<file path="config.mk">
export PLATFORM = sky130hd
export DESIGN_NAME = rmf_median
export DESIGN_NICKNAME = d
export VERILOG_FILES = /design/src/hw/rtl/rmf_pkg.sv /design/src/hw/rtl/rmf_median.sv
export SDC_FILE = /design/constraint.sdc
export NUM_CORES = 2
export LEC_CHECK = 0
export BUFFER_PORTS_ARGS = -buffer_cell sky130_fd_sc_hd__clkbuf_2
export CAP_MARGIN = 20
export CORE_MARGIN = 3
export CORE_UTILIZATION = 25
export CTS_CLUSTER_DIAMETER = 60
export DETAILED_ROUTE_END_ITERATION = 10
export PLACE_DENSITY = 0.46
export SETUP_SLACK_MARGIN = 0.5
export SYNTH_ARGS = -nofsm -noshare
export SYNTH_HDL_FRONTEND = slang
export SYNTH_SLANG_ARGS = --single-unit
export TNS_END_PERCENT = 5
</file>
<file path="constraint.sdc">
create_clock -name clk -period 24.4 [get_ports clk]
set_clock_uncertainty 0.15 [all_clocks]
set_input_delay 2.44 -clock clk [delete_from_list [all_inputs] [get_ports clk]]
set_output_delay 2.44 -clock clk [all_outputs]
set_load 0.02 [all_outputs]
</file>
<file path="src/hw/rtl/rmf_pkg.sv">
// Shared types and constants for the RGB 3x3 median filter.
// No dependencies; imported by every module of the block.
`default_nettype none
package rmf_pkg;

  localparam int DEF_MAX_WIDTH      = 1024;
  localparam int DEF_COMPONENT_BITS = 8;
  localparam int CFG_BITS           = 11;
  localparam int HEIGHT_BITS        = 11;
  localparam int HEIGHT_LIMIT       = 1024;
  localparam int ADDR_BITS          = 3;
  localparam int DATA_BITS          = 32;
  localparam int RESET_WIDTH        = 640;
  localparam int RESET_HEIGHT       = 480;
  localparam int QUEUE_DEPTH        = 4;
  localparam int WINDOW_CELLS       = 9;
  localparam int RANK_BITS          = 4;
  localparam int HALF_BITS          = 3;

  // register index, taken from paddr[2]
  typedef enum logic {
    REG_WIDTH  = 1'b0,
    REG_HEIGHT = 1'b1
  } reg_index_t;

  // neighbourhood edges and frame end for one queued window
  typedef struct packed {
    logic top_ok;
    logic bot_ok;
    logic left_ok;
    logic right_ok;
    logic last;
  } rmf_flags_t;

endpackage
`default_nettype wire

</file>
<file path="src/hw/rtl/rmf_median.sv">
// Back end: masks the window, ranks each channel, selects the median.
// Three stages under one stall enable, output register last. Uses rmf_pkg.
`default_nettype none
module rmf_median #(
  parameter int COMPONENT_BITS = rmf_pkg::DEF_COMPONENT_BITS
) (
  input  wire logic                          clk,
  input  wire logic                          rst,
  input  wire logic                          q_valid,
  input  wire logic [3*COMPONENT_BITS-1:0]   q_cells [rmf_pkg::WINDOW_CELLS],
  input  wire rmf_pkg::rmf_flags_t           q_flags,
  output logic                               q_pop,
  output logic                               out_valid,
  input  wire logic                          out_stall,
  output logic [COMPONENT_BITS-1:0]          red_out,
  output logic [COMPONENT_BITS-1:0]          green_out,
  output logic [COMPONENT_BITS-1:0]          blue_out,
  output logic                               last_pixel
);
  import rmf_pkg::*;

  localparam int CB = COMPONENT_BITS;
  localparam int PW = 3 * CB;

  logic                   adv;
  logic [WINDOW_CELLS-1:0] in_ok;
  logic [RANK_BITS-1:0]   in_count;

  logic                   p1_valid;
  logic [PW-1:0]          p1_cells [WINDOW_CELLS];
  logic [WINDOW_CELLS-1:0] p1_ok;
  logic [HALF_BITS-1:0]   p1_half;
  logic                   p1_last;

  logic                   p2_valid;
  logic [PW-1:0]          p2_cells [WINDOW_CELLS];
  logic [WINDOW_CELLS-1:0] p2_ok;
  logic [HALF_BITS-1:0]   p2_half;
  logic                   p2_last;
  logic [RANK_BITS-1:0]   p2_rank [3][WINDOW_CELLS];

  logic [RANK_BITS-1:0]   rank [3][WINDOW_CELLS];
  logic [CB-1:0]          pick [3];

  assign adv   = !out_valid || !out_stall;
  assign q_pop = adv && q_valid;

  // cells inside the image, and how many
  always_comb begin
    in_count = '0;
    for (int c = 0; c < 3; c++) begin
      for (int r = 0; r < 3; r++) begin
        in_ok[c*3 + r] = (c != 0 || q_flags.left_ok) && (c != 2 || q_flags.right_ok)
                       && (r != 0 || q_flags.top_ok) && (r != 2 || q_flags.bot_ok);
      end
    end
    for (int i = 0; i < WINDOW_CELLS; i++) begin
      in_count = in_count + RANK_BITS'(in_ok[i]);
    end
  end

  // rank of each cell among the valid ones, ties broken by position
  always_comb begin
    logic [CB-1:0] vi;
    logic [CB-1:0] vj;
    for (int ch = 0; ch < 3; ch++) begin
      for (int i = 0; i < WINDOW_CELLS; i++) begin
        rank[ch][i] = '0;
        vi = p1_cells[i][ch*CB +: CB];
        for (int j = 0; j < WINDOW_CELLS; j++) begin
          vj = p1_cells[j][ch*CB +: CB];
          if (j != i && p1_ok[j] && ((vj < vi) || ((vj == vi) && (j < i)))) begin
            rank[ch][i] = rank[ch][i] + RANK_BITS'(1);
          end
        end
      end
    end
  end

  // median is the valid cell whose rank is half the count
  always_comb begin
    for (int ch = 0; ch < 3; ch++) begin
      pick[ch] = '0;
      for (int i = 0; i < WINDOW_CELLS; i++) begin
        if (p2_ok[i] && (p2_rank[ch][i] == RANK_BITS'(p2_half))) begin
          pick[ch] = pick[ch] | p2_cells[i][ch*CB +: CB];
        end
      end
    end
  end

  // valid bits
  always_ff @(posedge clk) begin
    if (rst) begin
      p1_valid  <= 1'b0;
      p2_valid  <= 1'b0;
      out_valid <= 1'b0;
    end else if (adv) begin
      p1_valid  <= q_valid;
      p2_valid  <= p1_valid;
      out_valid <= p2_valid;
    end
  end

  // payload
  always_ff @(posedge clk) begin
    if (adv) begin
      p1_cells   <= q_cells;
      p1_ok      <= in_ok;
      p1_half    <= in_count[RANK_BITS-1:1];
      p1_last    <= q_flags.last;
      p2_cells   <= p1_cells;
      p2_ok      <= p1_ok;
      p2_half    <= p1_half;
      p2_last    <= p1_last;
      p2_rank    <= rank;
      red_out    <= pick[0];
      green_out  <= pick[1];
      blue_out   <= pick[2];
      last_pixel <= p2_last;
    end
  end

endmodule
`default_nettype wire

</file>
* Yosys cells after proc, flatten, opt, wreduce, memory -nomap -nowiden
Cells that the tools add are included. Widths: inputs -> output; s select.
Word-level totals: register bits 592, latch bits 0, RAM bits 0, ROM bits 0, output and inout port bits 27, logic and storage cells 1205, memories kept 0
Cells by class: add/sub/neg operators 197, $mul 0, divide/modulo/power cells 0, order comparisons 216, eq/ne operators 135, shift-type cells 0, mux-type cells 243, bitwise operators 24, reduce and logical (&&, ||, !) cells 332
Operators with widths (count):
- $lt 8x8->1 | 216
- $eq 8x8->1 | 108
- $mux 4 | 189
- $add 4x1->4 const B | 163
- $logic_and 1x1->1 | 221
- $mux 8 | 27
- $or 8x8->8 | 24
- $logic_or 1x1->1 | 109
- $eq 4x3->1 | 27
- $add 1x1->2 const B | 27
- $mux 1 | 27
- $add 4x1->4 | 4
- $add 3x1->4 | 1
- $add 2x1->3 | 1
- $add 1x1->2 | 1
- $logic_not 1->1 | 2

* Longest topological paths before layout
depth after elaboration 19, mapped depth 30, depth with buffers taken out 30

* Worst setup path before layout
Ideal clock, no wire load.
path type input to output, from input out_stall, to output q_pop, arrival 16.057 ns, required time 21.810 ns, slack 5.753 ns, cell stages on the path 3, buffers on the path 0, cells stage by stage nand2_1 -> nand2_1 -> inv_1
Between the ends: longest elaborated chain between the ends 3
Ends and longest elaborated chain:
- from (decl) | RTL line rmf_median.sv:14 | input wire logic out_stall,
- $logic_not 1->1 | RTL line rmf_median.sv:45 | assign adv = !out_valid || !out_stall;
- $logic_or 1x1->1 | RTL line rmf_median.sv:45
- $logic_and 1x1->1 | RTL line rmf_median.sv:46 | assign q_pop = adv && q_valid;
- to (decl) | RTL line rmf_median.sv:12 | output logic q_pop,
No other way between the ends.

==> results.py <==
metrics = {
    "global_route": {
        "grt_usage": 0.167,
        "grt_antenna_before_repair": 8,
        "grt.met2_usage": 0.272,
        "grt_max_degree": 134,
        "use_met1": 0.230,
        "grt-ovfl-total": 0,
        "grt_first_pass_wirelength_microns": 284000,
        "first_global_vias": 42800,
        "use_met3": 0.0207,
        "grt_busiest_layer": "met2",
    },
    "timing": {
        "min_period_ps": 6530,
        "drv_slew": 0,
        "finalSetupTns_ps": 0,
        "setup_slack_ps": 17870,
        "max_slew_margin": 0.210,
        "worst_slew_pin_slew_ps": 1180,
        "setup_viol": 0,
        "period_share": 0.268,
        "finalHoldViolations": 0,
        "rsz0062_at_grt": "no",
        "timing.fmax_mhz": 153,
    },
    "power": {
        "power_switching_w": 0.00175,
        "combPwrFrac": 0.407,
        "pwr-share-clk": 0.279,
        "p_sw_frac": 0.385,
        "irDropWorstVdd_mv": 0.0534,
        "powerDensity_nw_per_um2": 71.3,
        "leakage_nw": 28.4,
        "seq_power_share": 0.314,
        "internal_power_w": 0.00280,
    },
    "clocking": {
        "worstSkewPairLatency_ps": 740,
        "ctsHoldBuffers": 0,
        "cts_tree": "yes",
        "cts_setup_buffers": 0,
        "cts_resized": 0,
        "cts-buffers-inserted": 87,
        "cts.sinks": 592,
        "clock_path_buffers": 3,
        "clk_pin_slew_ps": 60,
        "htree_levels": 3,
        "root_buffer": "clkbuf_16",
    },
    "placement": {
        "port_buffers": 251,
        "post-place-ws_ps": 17510,
        "dpl.hpwl_microns": 149000,
        "gp_congestion": 0.887,
    },
    "die": {
        "fp.coreArea_sq_um": 220000,
        "pin_count": 252,
        "rows": 172,
        "die-height_microns": 477,
        "die_w_microns": 477,
        "initial_core_util": 0.252,
        "dieArea_sq_um": 228000,
    },
    "logic_synthesis": {
        "synth_cell_types": 102,
        "ys_seq_elements": 592,
        "synth-edff-count": 589,
        "syn_avg_cell_area_sq_um": 10.2,
        "ys_seq_area_frac": 0.320,
        "ys_warn_count": 0,
        "syn_inst": 5465,
        "synth_flop_cell": "edfxtp_1",
        "async_reset_ff_frac": 0,
        "synth_area_sq_um": 55500,
        "syn-num-nets": 6795,
    },
    "setup_path": {
        "r2r_end": "p2_rank[19]$_DFFE_PN_",
        "arrival_ps": 6860,
        "crit_path_start_kind": "register",
        "critPathMaxFanout": 6,
        "rr_worst_depth": 23,
        "worstSetupEndpointType": "register",
        "cp_slowest_cell": "edfxtp_1",
        "reg2reg_from": "p1_cells[187]$_DFFE_PN_",
        "worstSetupPathType": "reg -> reg",
        "slowest_delay_ps": 560,
        "crit_chain": "inv_1 > ha_1 > and4b_1 > a211oi_1 > o221ai_1 > o21ai_0 > inv_1 > ha_1 > xor2_2 > xor2_1 > o21ai_0 > ha_1 > a22oi_1 > xnor2_1 > o21ai_0 > ha_1 > inv_1 > o21ai_0 > nand2_1 > o31ai_1 > or3b_1 > o211ai_1 > xnor2_1",
        "critPathBufInv": 3,
        "regToRegSetupSlack_ps": 17870,
        "crit_family": "compound AO/OA/AOI/OAI gates",
        "worstPathRequired_ps": 24730,
    },
    "finish": {
        "multi_input_area_sq_um": 35900,
        "nFillCells": 22900,
        "regArea_sq_um": 17700,
        "syn_to_final_growth_pct": 15.0,
        "drive_gt1_frac": 0.108,
        "nets": 7154,
    },
    "run_status": {
        "status": "finished clean",
    },
    "run": {
        "maxCapViolCount": 0,
    },
    "hold_path": {
        "hp-class": "reg -> reg",
        "whs_path_depth": 0,
        "holdCritStartpoint": "p1_last$_DFFE_PN_",
        "holdPathEnd": "p2_last$_DFFE_PN_",
    },
    "drt": {
        "drtIter0Drc": 2671,
        "first_pass_iters": 6,
        "wire_per_inst_microns": 22.1,
        "vias": 43900,
        "drc": 0,
        "drtAntennaViolNets": 0,
        "wl_microns": 196000,
        "vias_per_cell": 4.96,
    },
}
-- area by class of cell --
type,count,share of cell area
multi-input cells,4362,0.562
flip-flops and latches,592,0.278
well taps,2958,0.0580
clock buffers,93,0.0348
repair buffers,332,0.0297
inverters,449,0.0264
clock inverters,69,0.0108
diodes,2,0.0000784
-- cell usage after synthesis, types with 16 or more instances --
| cell | number | share of area |
|---|---|---|
| nand3b_1 | 33 | 0.0045 |
| edfxtp_1 | 589 | 0.32 |
| clkbuf_1 | 43 | 0.0029 |
| nand4_1 | 138 | 0.016 |
| o31ai_1 | 17 | 0.0023 |
| a222oi_1 | 25 | 0.0045 |
| o211ai_1 | 54 | 0.0073 |
| nand3_1 | 178 | 0.016 |
| a22o_1 | 27 | 0.0043 |
| xnor2_1 | 266 | 0.042 |
| nor2b_1 | 120 | 0.014 |
| a21oi_1 | 292 | 0.026 |
| a31oi_1 | 24 | 0.0027 |
| o22ai_1 | 23 | 0.0026 |
| nor2_1 | 238 | 0.016 |
| inv_1 | 445 | 0.030 |
| xnor2_2 | 18 | 0.0053 |
| or2_2 | 16 | 0.0018 |
| or3_1 | 18 | 0.0020 |
| ha_1 | 1103 | 0.25 |
| mux2i_1 | 72 | 0.013 |
| a221oi_1 | 29 | 0.0046 |
| and3_1 | 57 | 0.0064 |
| a21o_1 | 163 | 0.022 |
| nand2b_1 | 67 | 0.0076 |
| and2_1 | 45 | 0.0051 |
| a211oi_1 | 35 | 0.0047 |
| nor3_1 | 87 | 0.0078 |
| o21ai_0 | 202 | 0.018 |
| o21a_1 | 106 | 0.014 |
| nand2_1 | 313 | 0.021 |
| a22oi_1 | 33 | 0.0045 |
| mux2_2 | 56 | 0.011 |
| and4_1 | 16 | 0.0025 |
| xor2_1 | 197 | 0.031 |
-- power groups by stage --
| stage | logic, W | registers [W] | clock network [W] |
|---|---|---|---|
| floorplan | 0.00131 | 0.00143 | 0 |
| global placement | 0.00181 | 0.00145 | 0 |
| detailed placement | 0.00185 | 0.00145 | 0 |
| CTS | 0.00186 | 0.00143 | 0.00131 |
| global route | 0.00208 | 0.00144 | 0.00135 |
| finish | 0.00185 | 0.00143 | 0.00127 |
-- how the worst max path moves through the flow --
stage                       startpoint                       to  slack, ps  cells past startpoint
2_1_floorplan                out_stall                    q_pop       5750                      3
3_3_place_gp                 out_stall  p1_cells[153]$_DFFE_PN_      17600                      6
3_5_place_dp                 out_stall  p1_cells[153]$_DFFE_PN_      17510                      6
4_1_cts        p1_cells[187]$_DFFE_PN_    p2_rank[19]$_DFFE_PN_      17900                     23
5_1_grt        p1_cells[187]$_DFFE_PN_    p2_rank[19]$_DFFE_PN_      17440                     23
6_report       p1_cells[187]$_DFFE_PN_    p2_rank[19]$_DFFE_PN_      17870                     23
-- cells by family after synthesis --
logic type	Yosys count	synth area share
compound gates	1216	0.149
xor+xnor	519	0.0925
fa+ha+maj	1105	0.249
buf+inv	511	0.0348
flops	592	0.320
mux	128	0.0243
simple gates	1394	0.130
-- cells in the final DEF, fill, tap and decap left out, types with 120 or more instances in the layout --
| cell type | instances |
|---|---|
| a21o_1 | 163 |
| nand2_1 | 312 |
| clkbuf_2 | 251 |
| o21ai_0 | 202 |
| xnor2_1 | 266 |
| nor2b_1 | 120 |
| nor2_1 | 238 |
| a21oi_1 | 292 |
| inv_1 | 445 |
| nand4_1 | 138 |
| edfxtp_1 | 589 |
| nand3_1 | 178 |
| ha_1 | 1103 |
| xor2_1 | 197 |
-- per-layer routing --
metal	wire, microns	part of all wire
met4	5240	0.027
met2	89000	0.45
met3	9110	0.046
met5	0	0
met1	92700	0.47
-- worst register-to-register path: stages, from the launching register on --
cell and delay, ps:
edfxtp_1 560, inv_1 200, ha_1 340, and4b_1 190, a211oi_1 300, o221ai_1 390, o21ai_0 450, inv_1 110
ha_1 340, xor2_2 340, xor2_1 240, o21ai_0 110, ha_1 310, a22oi_1 430, xnor2_1 170, o21ai_0 100
ha_1 300, inv_1 50, o21ai_0 210, nand2_1 100, o31ai_1 280, or3b_1 370, o211ai_1 110, xnor2_1 90
-- registers in the layout (all words and copies together) (netlist names), 3 cells and up --
name / count
p1_ok: 8
p2_rank: 108
p2_cells: 216
p2_ok: 8
p1_cells: 216
blue_out: 8
red_out: 8
green_out: 8
p2_half: 3
p1_half: 3
-- through the flow --
stage / area (sq um) / util / hold WS, ps / cells / total power (W)
2_1_floorplan: 55500 / - / 250 / 5465 / 0.00274
5_1_grt: 63800 / 0.290 / 281 / 8856 / 0.00488
3_3_place_gp: 60900 / 0.277 / 252 / 8691 / 0.00326
6_report: 63800 / 0.290 / 267 / 8857 / 0.00455
4_1_cts: 63800 / 0.290 / 270 / 8854 / 0.00461
3_5_place_dp: 60900 / 0.277 / 257 / 8692 / 0.00330
No activity file was read; power rests on OpenSTA's default activity.
