### src/hw/rtl/rmf_pkg.sv
// Shared types and constants for the RGB 3x3 median filter.
// No dependencies; imported by every module of the block.
`default_nettype none
package rmf_pkg;

  localparam int DEF_MAX_WIDTH      = 1024;
  localparam int DEF_COMPONENT_BITS = 8;
  localparam int CFG_BITS           = 11;
  localparam int HEIGHT_BITS        = 11;
  localparam int HEIGHT_LIMIT       = 1024;
  localparam int ADDR_BITS          = 3;
  localparam int DATA_BITS          = 32;
  localparam int RESET_WIDTH        = 640;
  localparam int RESET_HEIGHT       = 480;
  localparam int QUEUE_DEPTH        = 4;
  localparam int WINDOW_CELLS       = 9;
  localparam int RANK_BITS          = 4;
  localparam int HALF_BITS          = 3;

  // register index, taken from paddr[2]
  typedef enum logic {
    REG_WIDTH  = 1'b0,
    REG_HEIGHT = 1'b1
  } reg_index_t;

  // neighbourhood edges and frame end for one queued window
  typedef struct packed {
    logic top_ok;
    logic bot_ok;
    logic left_ok;
    logic right_ok;
    logic last;
  } rmf_flags_t;

endpackage
`default_nettype wire

### src/hw/rtl/rmf_queue.sv
// Short first-in first-out queue between front and back end.
// Generic width; uses rmf_pkg for the default depth.
`default_nettype none
module rmf_queue #(
  parameter int WIDTH = 8,
  parameter int DEPTH = rmf_pkg::QUEUE_DEPTH
) (
  input  wire logic             clk,
  input  wire logic             rst,
  input  wire logic             push,
  input  wire logic [WIDTH-1:0] push_data,
  input  wire logic             pop,
  output logic [WIDTH-1:0]      head_data,
  output logic                  not_empty,
  output logic                  full
);
  import rmf_pkg::*;

  localparam int AW = (DEPTH > 1) ? $clog2(DEPTH) : 1;
  localparam int NW = $clog2(DEPTH + 1);

  logic [WIDTH-1:0] slots [DEPTH];
  logic [AW-1:0]    head;
  logic [AW-1:0]    tail;
  logic [NW-1:0]    count;

  assign not_empty = count != '0;
  assign full      = count == NW'(DEPTH);
  assign head_data = slots[head];

  always_ff @(posedge clk) begin
    if (rst) begin
      head  <= '0;
      tail  <= '0;
      count <= '0;
    end else begin
      if (push) begin
        tail <= (tail == AW'(DEPTH - 1)) ? '0 : tail + AW'(1);
      end
      if (pop) begin
        head <= (head == AW'(DEPTH - 1)) ? '0 : head + AW'(1);
      end
      if (push && !pop) begin
        count <= count + NW'(1);
      end else if (pop && !push) begin
        count <= count - NW'(1);
      end
    end
  end

  always_ff @(posedge clk) begin
    if (push) begin
      slots[tail] <= push_data;
    end
  end

endmodule
`default_nettype wire

### config.mk
export PLATFORM = sky130hd
export DESIGN_NAME = rmf_queue
export DESIGN_NICKNAME = d
export VERILOG_FILES = /design/src/hw/rtl/rmf_pkg.sv /design/src/hw/rtl/rmf_queue.sv
export SDC_FILE = /design/constraint.sdc
export NUM_CORES = 1
export LEC_CHECK = 0
export BUFFER_PORTS_ARGS = -buffer_cell sky130_fd_sc_hd__buf_2
export CAP_MARGIN = 40
export CORE_MARGIN = 2
export CORE_UTILIZATION = 25
export CTS_BUF_LIST = sky130_fd_sc_hd__clkbuf_16
export CTS_CLUSTER_DIAMETER = 50
export DETAILED_ROUTE_END_ITERATION = 6
export PLACE_DENSITY = 0.39
export SYNTH_ARGS = -nofsm -noshare
export SYNTH_HDL_FRONTEND = slang
export SYNTH_SLANG_ARGS = --single-unit
### constraint.sdc
create_clock -name clk -period 2.55 [get_ports clk]
set_input_delay 0.51 -clock clk [delete_from_list [all_inputs] [get_ports clk]]
set_output_delay 0.51 -clock clk [all_outputs]
set_load 0.05 [all_outputs]
## After elaboration in Yosys (flattened, before gate mapping)

Memories as Yosys holds them, arrays and structs flattened. A register that Yosys moved wholly into a read port is not among the register bits.
Index checks and enable logic that the tools add are counted.

- $add $sub $neg: 4
- Equality and inequality tests: 3
- Muxes and demuxes: 8
- Reduce and logical (&&, ||, !) cells: 6

Operators by type and width:

| kind | number |
|---|---|
| 2-bit 2-to-1 mux | 4 |
| 3-bit 2-to-1 mux | 2 |
| 2-bit by 1-bit adder with 2-bit output (second input constant) | 2 |
| 2-bit == test (second input constant) | 2 |
| 3-bit by 1-bit adder with 3-bit output (second input constant) | 1 |
| 3-bit == test (second input constant) | 1 |
| 3-bit nonzero test | 1 |
| 3-bit by 1-bit subtractor with 3-bit output (second input constant) | 1 |
| 1-bit logical AND | 2 |
| 1-bit zero test | 2 |
| 1-bit 2-to-1 mux | 2 |
| 2-bit nonzero test | 1 |

- Bits in registers: 7
- RAM bits: 32
- Input bits: 12
- Output and inout port bits: 10
- Word-level logic and storage cells: 25
- Memories: 1

Memories:

| name | depth | width | read ports | clocked after Yosys merged registers in | write ports | line | text |
|---|---|---|---|---|---|---|---|
| slots | 4 | 8 | 1 | 1 | 1 | rmf_queue.sv:22 | `logic [WIDTH-1:0] slots [DEPTH];` |

## Depth between registers and ports, before layout

Gate-level depths: netlist (run 1).

- Depth after elaboration: 4
- Mapped depth: 7
- Gate-level depth less buffers: 7

## Worst setup path before layout (run 1)

Ideal clock, no wire load.

- Path type: register to output
- From: reg count[1]
- To: out full
- Data arrival time: 1.497 ns
- Data required time: 2.040 ns
- Slack: 0.543 ns
- Stages on the path, launching flop included: 2
- Path buffers: 0
- Cell sequence: dfxtp_1 > nor3b_1

- Cells in the longest elaborated chain, start to end: 1

Ends and longest elaborated chain:

| what | line | text |
|---|---|---|
| start: declaration | rmf_queue.sv:25 | `logic [NW-1:0] count;` |
| start signal: assignment | rmf_queue.sv:44 | `count <= count + NW'(1);` |
| start signal: assignment | rmf_queue.sv:46 | `count <= count - NW'(1);` |
| 3-bit == test | rmf_queue.sv:28 | `assign full = count == NW'(DEPTH);` |
| end: declaration | rmf_queue.sv:15 | `output logic full` |

No other way between the ends.

==> impl_metrics.tcl, run 1 <==
set metrics [dict create \
    netlist.area_leader.share_pct 60.0 \
    cts_tree "done" \
    power.leakage_nw 0.720 \
    synthTopCellsByCount "edfxtp_1, dfxtp_1, mux4_2" \
    placed_cells 184 \
    start_util_pct 25.5 \
    clock_latency_ps 280 \
    endpoint "head_data[1]" \
    synth_area_per_cell_um2 18.4 \
    tightest_slew_ps 490 \
    overflow 0 \
    status "complete, no violations" \
    row_count 29 \
    drive_gt1_share_pct 32.2 \
    worstSetupPathType "flip-flop to primary output" \
    r2r_start "count[0]$_SDFFE_PP0P_" \
    total_power_mw 1.69 \
    layout.nets 133 \
    cts_root_buf "clkbuf_16" \
    vdd_drop_max_v 0.000313 \
    grt_pass1_vias 866 \
    yosysSeqAreaShare_pct 71.2 \
    die_y_um 84.0 \
    fin_cells 192 \
    netlist_instances 87 \
    postCtsSetupBuffers 0 \
    place.gp.congestion 0.609 \
    route.detailed.vias_per_inst 4.21 \
    die_w_um 84.0 \
    fmax_mhz 454 \
    synth.most_common_cell "edfxtp_1" \
    cp.arrival_ps 1700 \
    hold_viol_final 0 \
    yosys_warnings 0 \
    fin_skew_ps 2.25 \
    core_area_um2 6280 \
    n_fill_cell 630 \
    drv_slew 0 \
    grt_max_degree 14 \
    hpwlAfterDp_mm 1.95 \
    cts_buffer_depth 2 \
    fin_util_pct 31.2 \
    setup_violations 0 \
    timing.rr.end "count[2]$_SDFFE_PP0P_" \
    ios 22 \
    synth_ff_type "edfxtp_1" \
    num_antenna_cells 0 \
    port-buffer-count 21 \
    cp_data_required_time_ps 2040 \
    drt_drc_violations_left 0 \
    drt_iter0_markers 35 \
    ctsResizeCount 0 \
    start_kind "flip-flop" \
    numClockSinks 41 \
    synth-edff-count 32 \
    synth_area_leaders "edfxtp_1, dfxtp_1, mux4_2, ha_1, mux2i_1" \
    async_flop_share_pct 0 \
    ctsHtreeMaxLevel 2 \
    relSlewSlack_pct 67.3 \
    numCtsBuffers 5 \
    cp-end-kind "primary output" \
    finalCriticalPeriod_ps 2210 \
    drt_pass1_iterations 4 \
    synth.cell_area_um2 1600 \
    vias 808 \
    cp_max_fo 5 \
    regToRegSetupSlack_ps 1090 \
    min_path_type "primary input to flip-flop" \
    grtUsageTotal_pct 8.13 \
    syn_to_final_growth_pct 22.4 \
    grt_antenna_before_repair 0 \
    drtAntennaViolNets 0 \
    grt_pass1_wl_mm 4.31 \
    tns_ps 0 \
    clk_pin_slew_ps 60 \
    fin_crit_sh_pct 86.5 \
    maxCapViolations 0 \
    rsz0062_at_grt "no" \
    ys_seq_elements 41 \
    synth_area_leader_cell "edfxtp_1" \
    cts_hold_buffers 0 \
    dieArea_um2 7060 \
    wl_mm 2.70 \
    avgRoutedWirePerCell_um 14.0 \
    synth.distinct_cells 16 \
    r2r_cells 4 \
    p_per_area_nw_per_um2 863 \
    syn_nets 106 \
]
sequential cells by signal, indices dropped and copies added (netlist names), named ones only:
name and count:
slots 32, tail 2, head 2, count 3
cell usage in the layout (no fill, tap or decap), drive strengths merged:
cell type  synthesis  routed
or3                2       2
nor2               6       6
mux2i              3       3
dfxtp              9       9
mux4               8       8
clkinvlp           0       1
xor2               2       2
fa                 1       1
and2               4       4
bufinv             0       1
ha                 6       6
o21ai              1       1
buf                1      22
clkinv             0       1
clkbuf             1       5
nor3b              3       3
a21oi              3       3
edfxtp            32      32
inv                5       5
cell type report:
cell class | instances | area [µm²] | share of cell area, %
multi-input combinational | 39 | 425 | 21.7
timing repair buffer | 22 | 113 | 5.74
tap | 77 | 96.3 | 4.91
sequential | 41 | 1140 | 58.2
inverter | 5 | 18.8 | 0.957
clock inverter | 3 | 41.3 | 2.11
clock buffer | 5 | 125 | 6.38
where the power goes:
| part | switching, mW | internal (mW) | total (mW) |
|---|---|---|---|
| sequential | 0.0247 | 0.758 | 0.783 |
| clock | 0.229 | 0.457 | 0.686 |
| combinational | 0.147 | 0.0749 | 0.222 |
| total | 0.401 | 1.29 | 1.69 |
routing by layer:
layer  track usage, %  vias up  routed length, µm
met3             2.87        4                117
met2             13.6       23               1340
li1                 -      383                  -
met4             2.64        0                 31
met1             9.80      398               1210
met5                0        -                  0
cells by family after synthesis:
| group | synth area share, % |
|---|---|
| buffers and inverters | 2.19 |
| XOR/XNOR | 1.09 |
| multiplexers | 13.1 |
| AND/OR/NAND/NOR | 5.16 |
| adder cells (fa/ha/maj) | 5.94 |
| AO/OA/AOI/OAI | 1.25 |
| flip-flops | 71.2 |
worst min-delay path by stage:
stage,from,end,slack (ps),depth (start not counted)
floorplan,count[2]$_SDFFE_PP0P_,count[2]$_SDFFE_PP0P_,460,2
global placement,count[2]$_SDFFE_PP0P_,count[2]$_SDFFE_PP0P_,480,2
detailed placement,count[2]$_SDFFE_PP0P_,count[2]$_SDFFE_PP0P_,500,2
CTS,push_data[5],slots[1][5]$_DFFE_PP_,440,1
global route,push_data[5],slots[1][5]$_DFFE_PP_,450,1
finish,push_data[3],slots[3][3]$_DFFE_PP_,450,1
critical path: stages, from the launching register on:
cell and delay (ps):
dfxtp_1 460, buf_4 230, mux4_2 500, buf_2 220
metrics by stage:
| step | hold WS (ps) | area [µm²] | setup slack (ps) |
|---|---|---|---|
| floorplan | 455 | 1600 | 543 |
| global placement | 482 | 1790 | 584 |
| detailed placement | 501 | 1790 | 561 |
| CTS | 441 | 1960 | 289 |
| global route | 446 | 1960 | 221 |
| finish | 451 | 1960 | 345 |
No activity file was read; power rests on OpenSTA's default activity.
==> run 2: changes to the inputs <==
Settings changed: ABC_AREA from default to 1, SLEW_MARGIN from default to 20.
==> impl_metrics.tcl, run 2 <==
set metrics [dict create \
    status "complete, no violations" \
    async_flop_share_pct 0 \
    route.detailed.vias_per_inst 4.33 \
    cts_tree "done" \
    hold_ws_ps 439 \
    crit_chain "inv_2 -> o21ai_0 -> o22ai_1 -> buf_2" \
    grt_pass1_wl_mm 5.27 \
    finalCriticalPeriod_ps 2120 \
    cts_buffer_depth 2 \
    grtUsageTotal_pct 9.61 \
    power.leakage_nw 0.813 \
    drt_drc_violations_left 0 \
    synth.cell_area_um2 1650 \
    cp_max_fo 16 \
    synthTopCellsByCount "edfxtp_1, nor2_1, inv_1, o21ai_0" \
    yosysSeqAreaShare_pct 69.0 \
    overflow 0 \
    drv_slew 0 \
    rsz0062_at_grt "no" \
    netlist_instances 136 \
    synth_top_family_by_area "compound AO/OA/AOI/OAI gates" \
    hold_viol_final 0 \
    synth_area_per_cell_um2 12.2 \
    synth.most_common_cell "edfxtp_1" \
    reg.largest.list "slots (32), count (3)" \
    drt_iter0_markers 78 \
    grt_pass1_vias 1048 \
    die_w_um 85.3 \
    cts_hold_buffers 0 \
    port-buffer-count 21 \
    yosys_warnings 0 \
    layout_commonest_cell "edfxtp_1" \
    postCtsSetupBuffers 0 \
    synth_area_leaders "edfxtp_1, dfxtp_1, nor2_1, ha_1, o21ai_0" \
    syn_nets 155 \
    clock_latency_ps 280 \
    cp-end-kind "primary output" \
    ios 22 \
    cp.arrival_ps 1610 \
    hpwlAfterDp_mm 2.23 \
    mostFrequentLayoutCells "edfxtp_1, nor2_1, buf_2" \
    tns_ps 0 \
    synth.distinct_cells 19 \
    fin_util_pct 31.8 \
    synth-edff-count 32 \
    yosys.area_share.adder_pct 5.75 \
    grt_max_degree 17 \
    ys_seq_elements 41 \
    wl_mm 3.20 \
    vias 1044 \
    relSlewSlack_pct 71.2 \
    vdd_drop_max_v 0.000349 \
    numCtsBuffers 5 \
    drt_pass1_iterations 4 \
    synthXorXnorAreaFrac_pct 0.530 \
    tightest_slew_ps 432 \
    largest_reg_flops 32 \
    worstSetupPathType "flip-flop to primary output" \
    fmax_mhz 471 \
    grt_antenna_before_repair 0 \
    avgRoutedWirePerCell_um 13.3 \
    yosys.area_share.simple_pct 9.61 \
    fin_skew_ps 6.93 \
    slowest_stage "dfxtp_1" \
    synth-compound-area-share_pct 10.1 \
    core_area_um2 6390 \
    netlist.area_leader.share_pct 58.1 \
    regArea_um2 1140 \
    synth_ff_type "edfxtp_1" \
    max_stage_delay_ps 520 \
    muxShareOfSynthArea_pct 0 \
    ctsHtreeMaxLevel 2 \
    syn_to_final_growth_pct 22.8 \
    setup_violations 0 \
    design_area_um2 2030 \
    num_antenna_cells 0 \
    regMostFlops "slots" \
    dieArea_um2 7280 \
    start_util_pct 25.9 \
    numClockSinks 41 \
    cp_data_required_time_ps 2040 \
    clk_pin_slew_ps 60 \
    p_per_area_nw_per_um2 899 \
    row_count 29 \
    cts_root_buf "clkbuf_16" \
    ctsResizeCount 0 \
    die_y_um 85.3 \
    multiInputGateArea_um2 430 \
    drtAntennaViolNets 0 \
    maxCapViolations 0 \
    start_kind "flip-flop" \
    dpl-instance-area_um2 1840 \
    fin_crit_sh_pct 83.2 \
    drive_gt1_share_pct 21.3 \
    synth_area_leader_cell "edfxtp_1" \
    min_path_type "primary input to flip-flop" \
    layout.nets 182 \
    n_fill_cell 633 \
    place.gp.congestion 0.728 \
]
==> run 2: cell types whose count changed after synthesis, sizes merged, moves of 4 or more <==
cell	previous run	this run
o21ai	1	19
mux4	8	0
o22ai	0	8
and2	4	0
nor2	6	25
inv	5	16
nand2	0	9
==> run 2: worst max-delay path: cells and delay by family, from the launching register on <==
| family | cells | cell delay (ps) |
|---|---|---|
| compound gates | 2 | 370 |
| buf+inv | 2 | 440 |
| flops | 1 | 520 |
==> run 2: per-layer routing <==
| metal | vias up | wire length, µm | GRT usage (%) |
|---|---|---|---|
| met5 | - | 0 | 0 |
| met4 | 0 | 47 | 3.46 |
| met3 | 6 | 119 | 3.21 |
| met2 | 18 | 1520 | 15.2 |
| met1 | 493 | 1520 | 12.3 |
| li1 | 527 | - | - |
==> run 2: path summary, 6_finish.rpt <==
kind,cells after the start,slack (ps),from,endpoint
setup reg to reg,3,1190,tail[0]$_SDFFE_PP0P_,slots[3][6]$_DFFE_PP_
setup / recovery,4,430,flip-flop,head_data[1]
hold / removal,2,440,rst,count[0]$_SDFFE_PP0P_
hold reg to reg,3,540,count[2]$_SDFFE_PP0P_,count[2]$_SDFFE_PP0P_
==> run 2: layout make-up <==
type                    count  share of cell area [%]
clock inverters             3                    3.20
well taps                  77                    4.74
multi-input cells          77                    21.2
clock buffers               5                    6.16
inverters                  16                    2.96
repair buffers             22                    5.55
flip-flops and latches     41                    56.2
==> run 2: logic make-up (layout without fill, tap and decap cells) <==
family | Yosys count | in the layout
DFF | 41 | 41
and+or+nand+nor | 39 | 39
AOI/OAI and AO/OA | 30 | 30
adders and majority gates | 7 | 7
buffers and inverters | 18 | 46
xor gates and xnor gates | 1 | 1
==> run 2: where the power goes <==
part	switching [mW]	total (mW)	internal, mW	leakage [nW]
clock network	0.240	0.798	0.558	0.0938
logic	0.181	0.245	0.0643	0.351
registers	0.0240	0.783	0.759	0.369
total	0.444	1.83	1.38	0.813
==> run 2: metrics by stage <==
step	std cells	power (mW)	worst slack (ps)
2_1_floorplan	136	0.977	609
3_3_place_gp	233	1.04	761
4_1_cts	241	1.84	449
5_1_grt	241	1.91	317
6_report	241	1.83	429
3_5_place_dp	233	1.04	748
==> run 3: changes to the inputs <==
Settings changed: PLACE_DENSITY 0.39 to 0.4.
Clock period 2.55 ns to 1.9 ns, I/O delays scaled along.
==> impl_metrics.tcl, run 3 (same netlist as run 2, synthesis figures left out) <==
set metrics [dict create \
    power.leakage_nw 0.794 \
    grtUsageTotal_pct 9.54 \
    wl_mm 3.34 \
    clk_pin_slew_ps 60 \
    row_count 29 \
    numCtsBuffers 5 \
    top_usage_layer "met2" \
    die_y_um 85.3 \
    hold_viol_final 0 \
    cp_max_fo 16 \
    p_int_mw 1.59 \
    numClockSinks 41 \
    hpwlAfterDp_mm 2.35 \
    place.gp.congestion 0.717 \
    drt_iter0_markers 85 \
    finalCriticalPeriod_ps 1820 \
    avgRoutedWirePerCell_um 13.8 \
    regArea_um2 1140 \
    num_antenna_cells 0 \
    fin_cells 242 \
    tightest_slew_ps 398 \
    n_fill_cell 654 \
    drv_slew 0 \
    cts_root_buf "clkbuf_16" \
    fmax_mhz 548 \
    cts_tree "done" \
    rsz0062_at_grt "no" \
    grt_pass1_vias 1054 \
    mostFrequentLayoutCells "edfxtp_1, nor2_1, buf_2" \
    ios 22 \
    r2r_start "tail[0]$_SDFFE_PP0P_" \
    ctsResizeCount 0 \
    regMostFlops "slots" \
    layout.nets 183 \
    swShare_pct 27.7 \
    cts_buffer_depth 2 \
    drt_pass1_iterations 4 \
    clock_latency_ps 280 \
    start_util_pct 25.9 \
    grt_max_degree 17 \
    reg.largest.list "slots (32), count (3)" \
    port-buffer-count 21 \
    vias 1055 \
    syn_to_final_growth_pct 20.3 \
    p_per_area_nw_per_um2 1100 \
    route.detailed.vias_per_inst 4.36 \
    worstSetupPathType "flip-flop to primary output" \
    overflow 0 \
    tns_ps 0 \
    multiInputGateArea_um2 430 \
    grt_antenna_before_repair 0 \
    combPwrFrac_pct 15.3 \
    drt_drc_violations_left 0 \
    placed_cells 234 \
    cp.arrival_ps 1440 \
    drive_gt1_share_pct 22.4 \
    hp-start "push_data[5]" \
    grt_pass1_wl_mm 5.20 \
    die_w_um 85.3 \
    p_clk_share_pct 37.0 \
    cts_hold_buffers 0 \
    fin_crit_sh_pct 96.0 \
    use_met3_pct 3.21 \
    vdd_drop_max_v 0.000339 \
    ctsHtreeMaxLevel 2 \
    postCtsSetupBuffers 0 \
    layout_commonest_cell "edfxtp_1" \
    status "complete, no violations" \
    fin_skew_ps 1.87 \
    start_kind "flip-flop" \
    setup_violations 0 \
    cp-end-kind "primary output" \
    dieArea_um2 7280 \
    cp_data_required_time_ps 1520 \
    drtAntennaViolNets 0 \
    core_area_um2 6390 \
    gr-usage-met1_pct 11.7 \
    met2_usage_pct 15.0 \
    power_frac_seq_pct 47.7 \
    maxCapViolations 0 \
    min_path_type "primary input to flip-flop" \
    largest_reg_flops 32 \
    switching_power_mw 0.608 \
    relSlewSlack_pct 73.4 \
]
run 3: changes by cell type in the layout (fill, tap and decap cells not counted), sizes merged:
| cell | delta |
|---|---|
| bufinv | -2 |
| clkinv | +1 |
| clkinvlp | +1 |
| buf | +1 |
run 3: power by group through the flow:
stage               Clock, mW  Combinational (mW)  Sequential (mW)
detailed placement          0               0.342             1.07
global placement            0               0.337             1.06
floorplan                   0               0.251             1.06
global route            0.869               0.369             1.05
finish                  0.813               0.336             1.05
CTS                     0.832               0.342             1.05
run 3: layout make-up:
cell class / instances / area share [%]
multi-input combinational: 77 / 21.6
inverter: 16 / 3.02
clock inverter: 3 / 0.880
sequential: 41 / 57.3
tap: 77 / 4.84
timing repair buffer: 23 / 6.03
clock buffer: 5 / 6.29
run 3: stage by stage:
stage	util, %	hold slack (ps)	area, µm²	power, mW	setup slack (ps)
after floorplan	-	452	1650	1.31	89.5
after global placement	28.9	507	1850	1.40	289
after detailed placement	28.9	538	1850	1.41	232
after CTS	31.2	318	1990	2.22	6.13
after global routing	31.2	320	1990	2.29	4.35
final	31.2	324	1990	2.20	75.6
run 3: final timing paths:
kind,endpoint,slack (ps),cells past startpoint
worst max-delay path,head_data[5],80,4
worst max register to register,slots[3][7]$_DFFE_PP_,590,3
worst min-delay path,slots[3][5]$_DFFE_PP_,320,1
worst min register to register,count[2]$_SDFFE_PP0P_,550,3
run 3: routing by layer:
metal  vias to the layer above  routed length, µm
met4                         0                 65
met3                         6                157
li1                        528                  -
met1                       501               1560
met2                        20               1550
met5                         -                  0
run 3: worst max-delay path: stages (launching register included):
cell	delay (ps)
dfxtp_1	330
inv_2	240
nor2_1	70
o22ai_1	220
buf_2	300
